**config.mk**
```make
export PLATFORM = sky130hd
export DESIGN_NAME = pixel_unpack_scale_bias_unit
export DESIGN_NICKNAME = d
export VERILOG_FILES = /design/src/hw/rtl/pusb_pkg.sv /design/src/hw/rtl/pusb_channel.sv /design/src/hw/rtl/pixel_unpack_scale_bias_unit.sv
export SDC_FILE = /design/constraint.sdc
export NUM_CORES = 2
export LEC_CHECK = 0
export ABC_AREA = 1
export BUFFER_PORTS_ARGS = -buffer_cell sky130_fd_sc_hd__buf_4
export CAP_MARGIN = 20
export CORE_ASPECT_RATIO = 0.9
export CORE_MARGIN = 1.5
export CORE_UTILIZATION = 67
export DETAILED_ROUTE_END_ITERATION = 6
export PLACE_DENSITY = 0.85
export SLEW_MARGIN = 10
export SYNTH_ARGS = -nofsm -noshare
export SYNTH_HDL_FRONTEND = slang
export SYNTH_HIERARCHICAL = 1
export SYNTH_SLANG_ARGS = --single-unit
```
**constraint.sdc**
```tcl
create_clock -name clk -period 11.8 [get_ports clk]
set_input_delay 2.36 -clock clk [delete_from_list [all_inputs] [get_ports clk]]
set_output_delay 2.36 -clock clk [all_outputs]
set_load 0.01 [all_outputs]
```
**src/hw/rtl/pusb_pkg.sv**
```systemverilog
`timescale 1ns / 1ps

package pusb_pkg;

    localparam int unsigned BYTE_W      = 8;
    localparam int unsigned COEF_W      = 16;
    localparam int unsigned FMT_W       = 3;
    localparam int unsigned NUM_CHAN    = 4;
    localparam int unsigned NUM_REGS    = 8;
    localparam int unsigned REG_IDX_W   = 3;
    localparam int unsigned IN_TDATA_W  = 40;
    localparam int unsigned OUT_TDATA_W = 32;

    // Q8.8 coefficient reset values
    localparam logic signed [COEF_W-1:0] SCALE_ONE = 16'sd256;
    localparam logic signed [COEF_W-1:0] BIAS_ZERO = 16'sd0;

    // Clamp ceiling (255 << 8) and rounding offset (one half LSB of the result)
    localparam logic [15:0] CLAMP_MAX  = 16'hFF00;
    localparam logic [16:0] ROUND_HALF = 17'd128;

    localparam logic [BYTE_W-1:0] ALPHA_OPAQUE = 8'hFF;
    localparam logic [BYTE_W-1:0] CHAN_ZERO    = 8'h00;

    typedef enum logic [FMT_W-1:0] {
        FMT_RGBA  = 3'd0,
        FMT_BGRA  = 3'd1,
        FMT_RGB   = 3'd2,
        FMT_LUM   = 3'd3,
        FMT_ALPHA = 3'd4
    } pixel_format_t;

    // Register index map: bit 2 selects bias over scale, bits 1:0 the channel
    localparam logic [REG_IDX_W-1:0] REG_RED_SCALE = 3'd0;
    localparam logic [REG_IDX_W-1:0] REG_RED_BIAS  = 3'd4;

    typedef enum logic [1:0] {
        CH_RED   = 2'd0,
        CH_GREEN = 2'd1,
        CH_BLUE  = 2'd2,
        CH_ALPHA = 2'd3
    } chan_t;

endpackage

```
**src/hw/rtl/pusb_channel.sv**
```systemverilog
`timescale 1ns / 1ps

// One channel of the pixel transfer: v*scale + bias*255, clamp, round.
module pusb_channel (
    input  logic [pusb_pkg::BYTE_W-1:0]        value,
    input  logic signed [pusb_pkg::COEF_W-1:0] scale,
    input  logic signed [pusb_pkg::COEF_W-1:0] bias,
    output logic [pusb_pkg::BYTE_W-1:0]        result
);

    logic signed [24:0] product;
    logic signed [23:0] bias_full;
    logic signed [25:0] sum;
    logic [15:0]        clamped;
    logic [16:0]        rounded;

    // 9x16 signed multiply; value is zero-extended to stay positive
    assign product = $signed({16'd0, value}) * $signed({{9{scale[15]}}, scale});

    // bias * 255 as (bias << 8) - bias
    assign bias_full = $signed({bias, 8'h00}) - $signed({{8{bias[15]}}, bias});

    assign sum = $signed({product[24], product}) + $signed({{2{bias_full[23]}}, bias_full});

    always_comb
    begin
        if (sum[25])
        begin
            clamped = 16'h0000;
        end
        else if (sum > $signed({10'd0, pusb_pkg::CLAMP_MAX}))
        begin
            clamped = pusb_pkg::CLAMP_MAX;
        end
        else
        begin
            clamped = sum[15:0];
        end
    end

    assign rounded = {1'b0, clamped} + pusb_pkg::ROUND_HALF;
    assign result  = rounded[15:8];

endmodule

```
**src/hw/rtl/pixel_unpack_scale_bias_unit.sv**
```systemverilog
`timescale 1ns / 1ps

// Pixel unpack with scale and bias. Each input word carries one source pixel
// (format code plus up to four bytes); the block expands it to RGBA8 (missing
// alpha reads as 255, missing color as 0 or the luminance byte) and runs each
// channel through out = (clamp(v*scale + bias*255, 0, 255<<8) + 128) >> 8 with
// signed Q8.8 scale and bias registers. Format codes 5..7 decode as alpha.
// A word passes an input register, then one 9x16 multiply-add per channel
// into the result register, which holds it until the output side takes it.
// One word is accepted every cycle as long as the output side keeps taking
// words. Scale and bias registers reset to 1.0 and 0.0 (identity) and should
// only be written while no word is in flight; writes take effect the next
// cycle.
module pixel_unpack_scale_bias_unit (
    input  logic                                 clk,
    input  logic                                 rst_n,

    // Configuration write port
    input  logic                                 cfg_we,
    input  logic [pusb_pkg::REG_IDX_W-1:0]       cfg_index,
    input  logic [pusb_pkg::COEF_W-1:0]          cfg_wdata,

    // Input stream
    input  logic                                 s_tvalid,
    output logic                                 s_tready,
    // [2:0] pixel_format, [10:3] byte_zero, [18:11] byte_one,
    // [26:19] byte_two, [34:27] byte_three, [39:35] zero
    input  logic [pusb_pkg::IN_TDATA_W-1:0]      s_tdata,

    // Output stream
    output logic                                 m_tvalid,
    input  logic                                 m_tready,
    // [7:0] red_out, [15:8] green_out, [23:16] blue_out, [31:24] alpha_out
    output logic [pusb_pkg::OUT_TDATA_W-1:0]     m_tdata
);

    localparam int unsigned BW = pusb_pkg::BYTE_W;

    // ---- configuration registers ----
    logic signed [pusb_pkg::COEF_W-1:0] scale_reg [pusb_pkg::NUM_CHAN];
    logic signed [pusb_pkg::COEF_W-1:0] bias_reg  [pusb_pkg::NUM_CHAN];

    always_ff @(posedge clk or negedge rst_n)
    begin
        if (!rst_n)
        begin
            for (int i = 0; i < pusb_pkg::NUM_CHAN; i++)
            begin
                scale_reg[i] <= pusb_pkg::SCALE_ONE;
                bias_reg[i]  <= pusb_pkg::BIAS_ZERO;
            end
        end
        else if (cfg_we)
        begin
            // every 3-bit index maps onto the list; bit 2 picks bias
            if (cfg_index[2] == pusb_pkg::REG_RED_BIAS[2])
            begin
                bias_reg[cfg_index[1:0]] <= cfg_wdata;
            end
            else
            begin
                scale_reg[cfg_index[1:0]] <= cfg_wdata;
            end
        end
    end

    // ---- pipeline control ----
    logic in_valid_reg;
    logic out_valid_reg;
    logic advance;      // result register can take a new word
    logic in_fire;

    assign advance  = !out_valid_reg || m_tready;
    assign s_tready = !in_valid_reg || advance;
    assign in_fire  = s_tvalid && s_tready;

    // ---- input register ----
    logic [pusb_pkg::FMT_W-1:0] fmt_reg;
    logic [BW-1:0]              bytes_reg [pusb_pkg::NUM_CHAN];

    always_ff @(posedge clk or negedge rst_n)
    begin
        if (!rst_n)
        begin
            in_valid_reg <= 1'b0;
        end
        else if (s_tready)
        begin
            in_valid_reg <= s_tvalid;
        end
    end

    always_ff @(posedge clk)
    begin
        if (in_fire)
        begin
            fmt_reg      <= s_tdata[pusb_pkg::FMT_W-1:0];
            bytes_reg[0] <= s_tdata[pusb_pkg::FMT_W          +: BW];
            bytes_reg[1] <= s_tdata[pusb_pkg::FMT_W +     BW +: BW];
            bytes_reg[2] <= s_tdata[pusb_pkg::FMT_W + 2 * BW +: BW];
            bytes_reg[3] <= s_tdata[pusb_pkg::FMT_W + 3 * BW +: BW];
        end
    end

    // ---- format expansion to RGBA ----
    logic [BW-1:0] chan_in [pusb_pkg::NUM_CHAN];

    always_comb
    begin
        case (fmt_reg)
            pusb_pkg::FMT_RGBA:
            begin
                chan_in[pusb_pkg::CH_RED]   = bytes_reg[0];
                chan_in[pusb_pkg::CH_GREEN] = bytes_reg[1];
                chan_in[pusb_pkg::CH_BLUE]  = bytes_reg[2];
                chan_in[pusb_pkg::CH_ALPHA] = bytes_reg[3];
            end
            pusb_pkg::FMT_BGRA:
            begin
                chan_in[pusb_pkg::CH_RED]   = bytes_reg[2];
                chan_in[pusb_pkg::CH_GREEN] = bytes_reg[1];
                chan_in[pusb_pkg::CH_BLUE]  = bytes_reg[0];
                chan_in[pusb_pkg::CH_ALPHA] = bytes_reg[3];
            end
            pusb_pkg::FMT_RGB:
            begin
                chan_in[pusb_pkg::CH_RED]   = bytes_reg[0];
                chan_in[pusb_pkg::CH_GREEN] = bytes_reg[1];
                chan_in[pusb_pkg::CH_BLUE]  = bytes_reg[2];
                chan_in[pusb_pkg::CH_ALPHA] = pusb_pkg::ALPHA_OPAQUE;
            end
            pusb_pkg::FMT_LUM:
            begin
                chan_in[pusb_pkg::CH_RED]   = bytes_reg[0];
                chan_in[pusb_pkg::CH_GREEN] = bytes_reg[0];
                chan_in[pusb_pkg::CH_BLUE]  = bytes_reg[0];
                chan_in[pusb_pkg::CH_ALPHA] = pusb_pkg::ALPHA_OPAQUE;
            end
            default:
            begin
                // alpha-only, and the unused codes decode the same way
                chan_in[pusb_pkg::CH_RED]   = pusb_pkg::CHAN_ZERO;
                chan_in[pusb_pkg::CH_GREEN] = pusb_pkg::CHAN_ZERO;
                chan_in[pusb_pkg::CH_BLUE]  = pusb_pkg::CHAN_ZERO;
                chan_in[pusb_pkg::CH_ALPHA] = bytes_reg[0];
            end
        endcase
    end

    // ---- per-channel scale/bias ----
    logic [BW-1:0] chan_out [pusb_pkg::NUM_CHAN];

    for (genvar c = 0; c < pusb_pkg::NUM_CHAN; c++)
    begin : g_chan
        pusb_channel u_channel (
            .value  (chan_in[c]),
            .scale  (scale_reg[c]),
            .bias   (bias_reg[c]),
            .result (chan_out[c])
        );
    end

    // ---- result register ----
    logic [pusb_pkg::OUT_TDATA_W-1:0] out_data_reg;
    logic [pusb_pkg::OUT_TDATA_W-1:0] out_data_next;

    assign out_data_next = {chan_out[3], chan_out[2], chan_out[1], chan_out[0]};

    always_ff @(posedge clk or negedge rst_n)
    begin
        if (!rst_n)
        begin
            out_valid_reg <= 1'b0;
        end
        else if (advance)
        begin
            out_valid_reg <= in_valid_reg;
        end
    end

    always_ff @(posedge clk)
    begin
        if (advance && in_valid_reg)
        begin
            out_data_reg <= out_data_next;
        end
    end

    assign m_tvalid = out_valid_reg;
    assign m_tdata  = out_data_reg;

`ifndef NO_ASSERTIONS
    // a full pipeline behind a stalled output must push back on the input
    assert property (@(posedge clk) disable iff (!rst_n)
        (in_valid_reg && out_valid_reg && !m_tready) |-> !s_tready)
    else $error("input accepted while both stages are full and stalled");

    // an accepted word always lands in the input register
    assert property (@(posedge clk) disable iff (!rst_n)
        in_fire |=> in_valid_reg)
    else $error("accepted word lost at input register");

    // a word in the input register moves to the output when the output frees up
    assert property (@(posedge clk) disable iff (!rst_n)
        (in_valid_reg && advance) |=> m_tvalid)
    else $error("word dropped between input and result register");

    // output can only become valid if a word sat in the input register
    assert property (@(posedge clk) disable iff (!rst_n)
        $rose(m_tvalid) |-> $past(in_valid_reg))
    else $error("result appeared without a source word");
`endif

endmodule
```
==> impl_metrics.env <==
export IMPL_layout_nets=5809
export IMPL_path_max_fanout=28
export IMPL_hold_path_class="flip-flop to flip-flop"
export IMPL_wire_per_inst_um=15.5
export IMPL_clockBufferDepth=2
export IMPL_hpwl_um=71700
export IMPL_hold_depth=2
export IMPL_report_final_slew_viol_count=0
export IMPL_timing_final_crit_period_ns=7.97
export IMPL_overflow=0
export IMPL_worstMarginPinSlew_ns=0.974
export IMPL_synth_seq_area_share_pct=14.5
export IMPL_synth_fa_ha_area_share_pct=37.6
export IMPL_synth_xor_area_share_pct=2.50
export IMPL_fin_worst_skew_ns=0.0148
export IMPL_multi_input_area_um2=25600
export IMPL_clock_latency_ns=0.51
export IMPL_initial_core_util_pct=68.3
export IMPL_num_antenna_cells=0
export IMPL_synth_fp_nets=5834
export IMPL_clk_root_buffer_cell="clkbuf_16"
export IMPL_cp_required_ns=12.06
export IMPL_max_stage_delay_ns=0.97
export IMPL_cts_made_buffers=17
export IMPL_fillers=4284
export IMPL_fin_crit_sh_pct=67.5
export IMPL_track_usage_pct=33.0
export IMPL_reg2reg_depth=32
export IMPL_path_depth=32
export IMPL_synthCells=4974
export IMPL_avgSynthCellArea_um2=7.33
export IMPL_crit_top_cell="nand2_1"
export IMPL_die_w_um=249
export IMPL_die_area_um2=55800
export IMPL_htree_levels=4
export IMPL_ys_types=60
export IMPL_crit_type="flip-flop to flip-flop"
export IMPL_routed_wl_um=88000
export IMPL_synthMuxAreaShare_pct=0.0275
export IMPL_antenna_left=0
export IMPL_tritoncts="yes"
export IMPL_cp_start_kind="flip-flop"
export IMPL_ys_seq_elements=197
export IMPL_final_setup_viol_count=0
export IMPL_dr_pass1_iters=6
export IMPL_path_delay_family="adder cells"
export IMPL_clk_transition_reported_paths_ns=0.08
export IMPL_cap_violations=0
export IMPL_hold_violations=0
export IMPL_outcome="finished, final reports clean"
export IMPL_via_count=30700
export IMPL_fp_coreArea_um2=53400
export IMPL_ys_warn_count=6
export IMPL_synth_area_um2=36500
export IMPL_fp_row_count=80
export IMPL_post_cts_setup_buffers=0
export IMPL_drc=0
export IMPL_cts_resized_gates=0
export IMPL_slowest_stage="edfxtp_1"
export IMPL_arrival_ns=8.22
export IMPL_totalNegativeSetupSlack_ns=0
export IMPL_gp_congestion=0.972
export IMPL_synth_edff_count=67
export IMPL_synth_compound_area_share_pct=6.49
export IMPL_antenna_found_initial=2
export IMPL_pin_count=98
export IMPL_die_height_um=224
export IMPL_port_buffers=92
export IMPL_cp_end_kind="flip-flop"
export IMPL_viasPerCell=5.43
export IMPL_ctsHoldBuffers=0
export IMPL_grt_pass1_wl_um=148000
export IMPL_grt_max_degree=70
export IMPL_clock_sinks=197
export IMPL_rsz0062_at_grt="false"
export IMPL_syn_to_final_growth_pct=4.31
export IMPL_ys_async_sr_fraction_pct=66.0
export IMPL_maxSlewHeadroom_pct=35.0
export IMPL_synth_simple_area_share_pct=23.5
export IMPL_maxClockFrequency_mhz=126
export IMPL_drive_gt1_share_pct=6.55
export IMPL_ys_flop_type="dfrtp_1"
export IMPL_crit_buf_inv=6
export IMPL_regArea_um2=5270
export IMPL_synth_top_family_by_area="adder cells"
export IMPL_grt_pass1_vias=30800
export IMPL_drtIter0Drc=2670
[layout by cell type, fill, tap and decap left out, types with 6 or more instances in the layout]
master / Yosys / final
nand2_1: 1441 / 1441
inv_1: 1267 / 1266
fa_1: 500 / 500
ha_1: 296 / 296
nor2_1: 186 / 186
nand3_1: 172 / 172
a21oi_1: 169 / 168
dfrtp_1: 126 / 126
buf_4: 7 / 117
edfxtp_1: 67 / 67
nand4_1: 64 / 64
o21ai_1: 60 / 60
o21ai_0: 58 / 58
xor2_1: 52 / 52
xnor2_1: 52 / 52
o21ai_2: 45 / 45
nor3_1: 33 / 33
nand2_2: 29 / 29
nor2_2: 26 / 26
inv_2: 22 / 23
nand3b_1: 22 / 22
clkbuf_16: 0 / 17
a21oi_2: 15 / 15
o21bai_1: 15 / 15
a31oi_1: 11 / 11
nand3_2: 10 / 10
nor2_4: 8 / 8
o22ai_1: 8 / 8
inv_6: 0 / 6
nor4_1: 6 / 6
and2_1: 6 / 6
[cells in the mapped netlist (17+ instances only)]
cell / instances / area (um^2)
nor2_2: 26 / 163
buf_6: 17 / 191
ha_1: 296 / 3700
nand3b_1: 22 / 165
nor2_1: 186 / 698
xnor2_1: 52 / 455
inv_1: 1267 / 4760
o21ai_0: 58 / 290
nand2_2: 29 / 181
nand3_1: 172 / 861
clkbuf_1: 125 / 469
edfxtp_1: 67 / 2010
a21oi_1: 169 / 846
o21ai_1: 60 / 300
nand2_1: 1441 / 5410
xor2_1: 52 / 455
nor3_1: 33 / 165
fa_1: 500 / 10000
nand4_1: 64 / 400
o21ai_2: 45 / 394
dfrtp_1: 126 / 3150
inv_2: 22 / 82.6
[per-stage QoR]
step                cell area (um^2)  hold WS [ns]  cells  worst slack (ns)  util [%]
global placement               37400         0.472   5627              4.10      70.2
floorplan                      36500         0.447   4974              5.34         -
global route                   38000         0.518   5659              3.19      71.3
detailed placement             37400         0.478   5627              3.91      70.2
finish                         38000         0.498   5659              3.83      71.3
CTS                            38000         0.497   5659              3.87      71.3
[path summary, 6_finish.rpt]
check / startpoint / to / slack, ns
max reg2reg: fmt_reg[2] / m_tdata[6] / 3.83
max in group asynchronous: rst_n / scale_reg[29] / 8.53
max: fmt_reg[2] / m_tdata[6] / 3.83
min in group asynchronous: rst_n / bias_reg[13] / 1.81
min: bias_reg[63] / bias_reg[63] / 0.50
min reg2reg: bias_reg[63] / bias_reg[63] / 0.50
[worst min-delay path, delay by kind of cell (launching register included)]
kind | cells | cell delay, ns
AND/OR/NAND/NOR | 1 | 0.05
AO/OA/AOI/OAI | 1 | 0.06
flip-flops | 1 | 0.35
[final cells by class]
class | count | share of cell area (%)
inverters | 1290 | 12.7
clock inverters | 14 | 0.434
well taps | 697 | 2.29
clock buffers | 18 | 1.13
flip-flops and latches | 197 | 13.9
repair buffers | 118 | 2.34
multi-input cells | 3325 | 67.2
[kinds of logic after synthesis]
| group | Yosys count |
|---|---|
| AO/OA/AOI/OAI | 402 |
| XOR/XNOR | 104 |
| adder cells (fa/ha/maj) | 796 |
| buffers and inverters | 1452 |
| flip-flops | 197 |
| multiplexers | 1 |
| AND/OR/NAND/NOR | 2022 |
[layer usage]
layer | GRT usage, % | vias to the layer above | part of all wire (%) | routed length, um
met5 | 0 | - | 0.026 | 23
met4 | 13.2 | 4 | 3.8 | 3340
met3 | 8.02 | 210 | 9.0 | 7930
met2 | 54.1 | 1190 | 46 | 40700
met1 | 42.4 | 14600 | 41 | 36000
li1 | - | 14800 | - | -
Power is not shown: default switching activity piles up to over one toggle a cycle in this logic, so the estimate is an artifact.
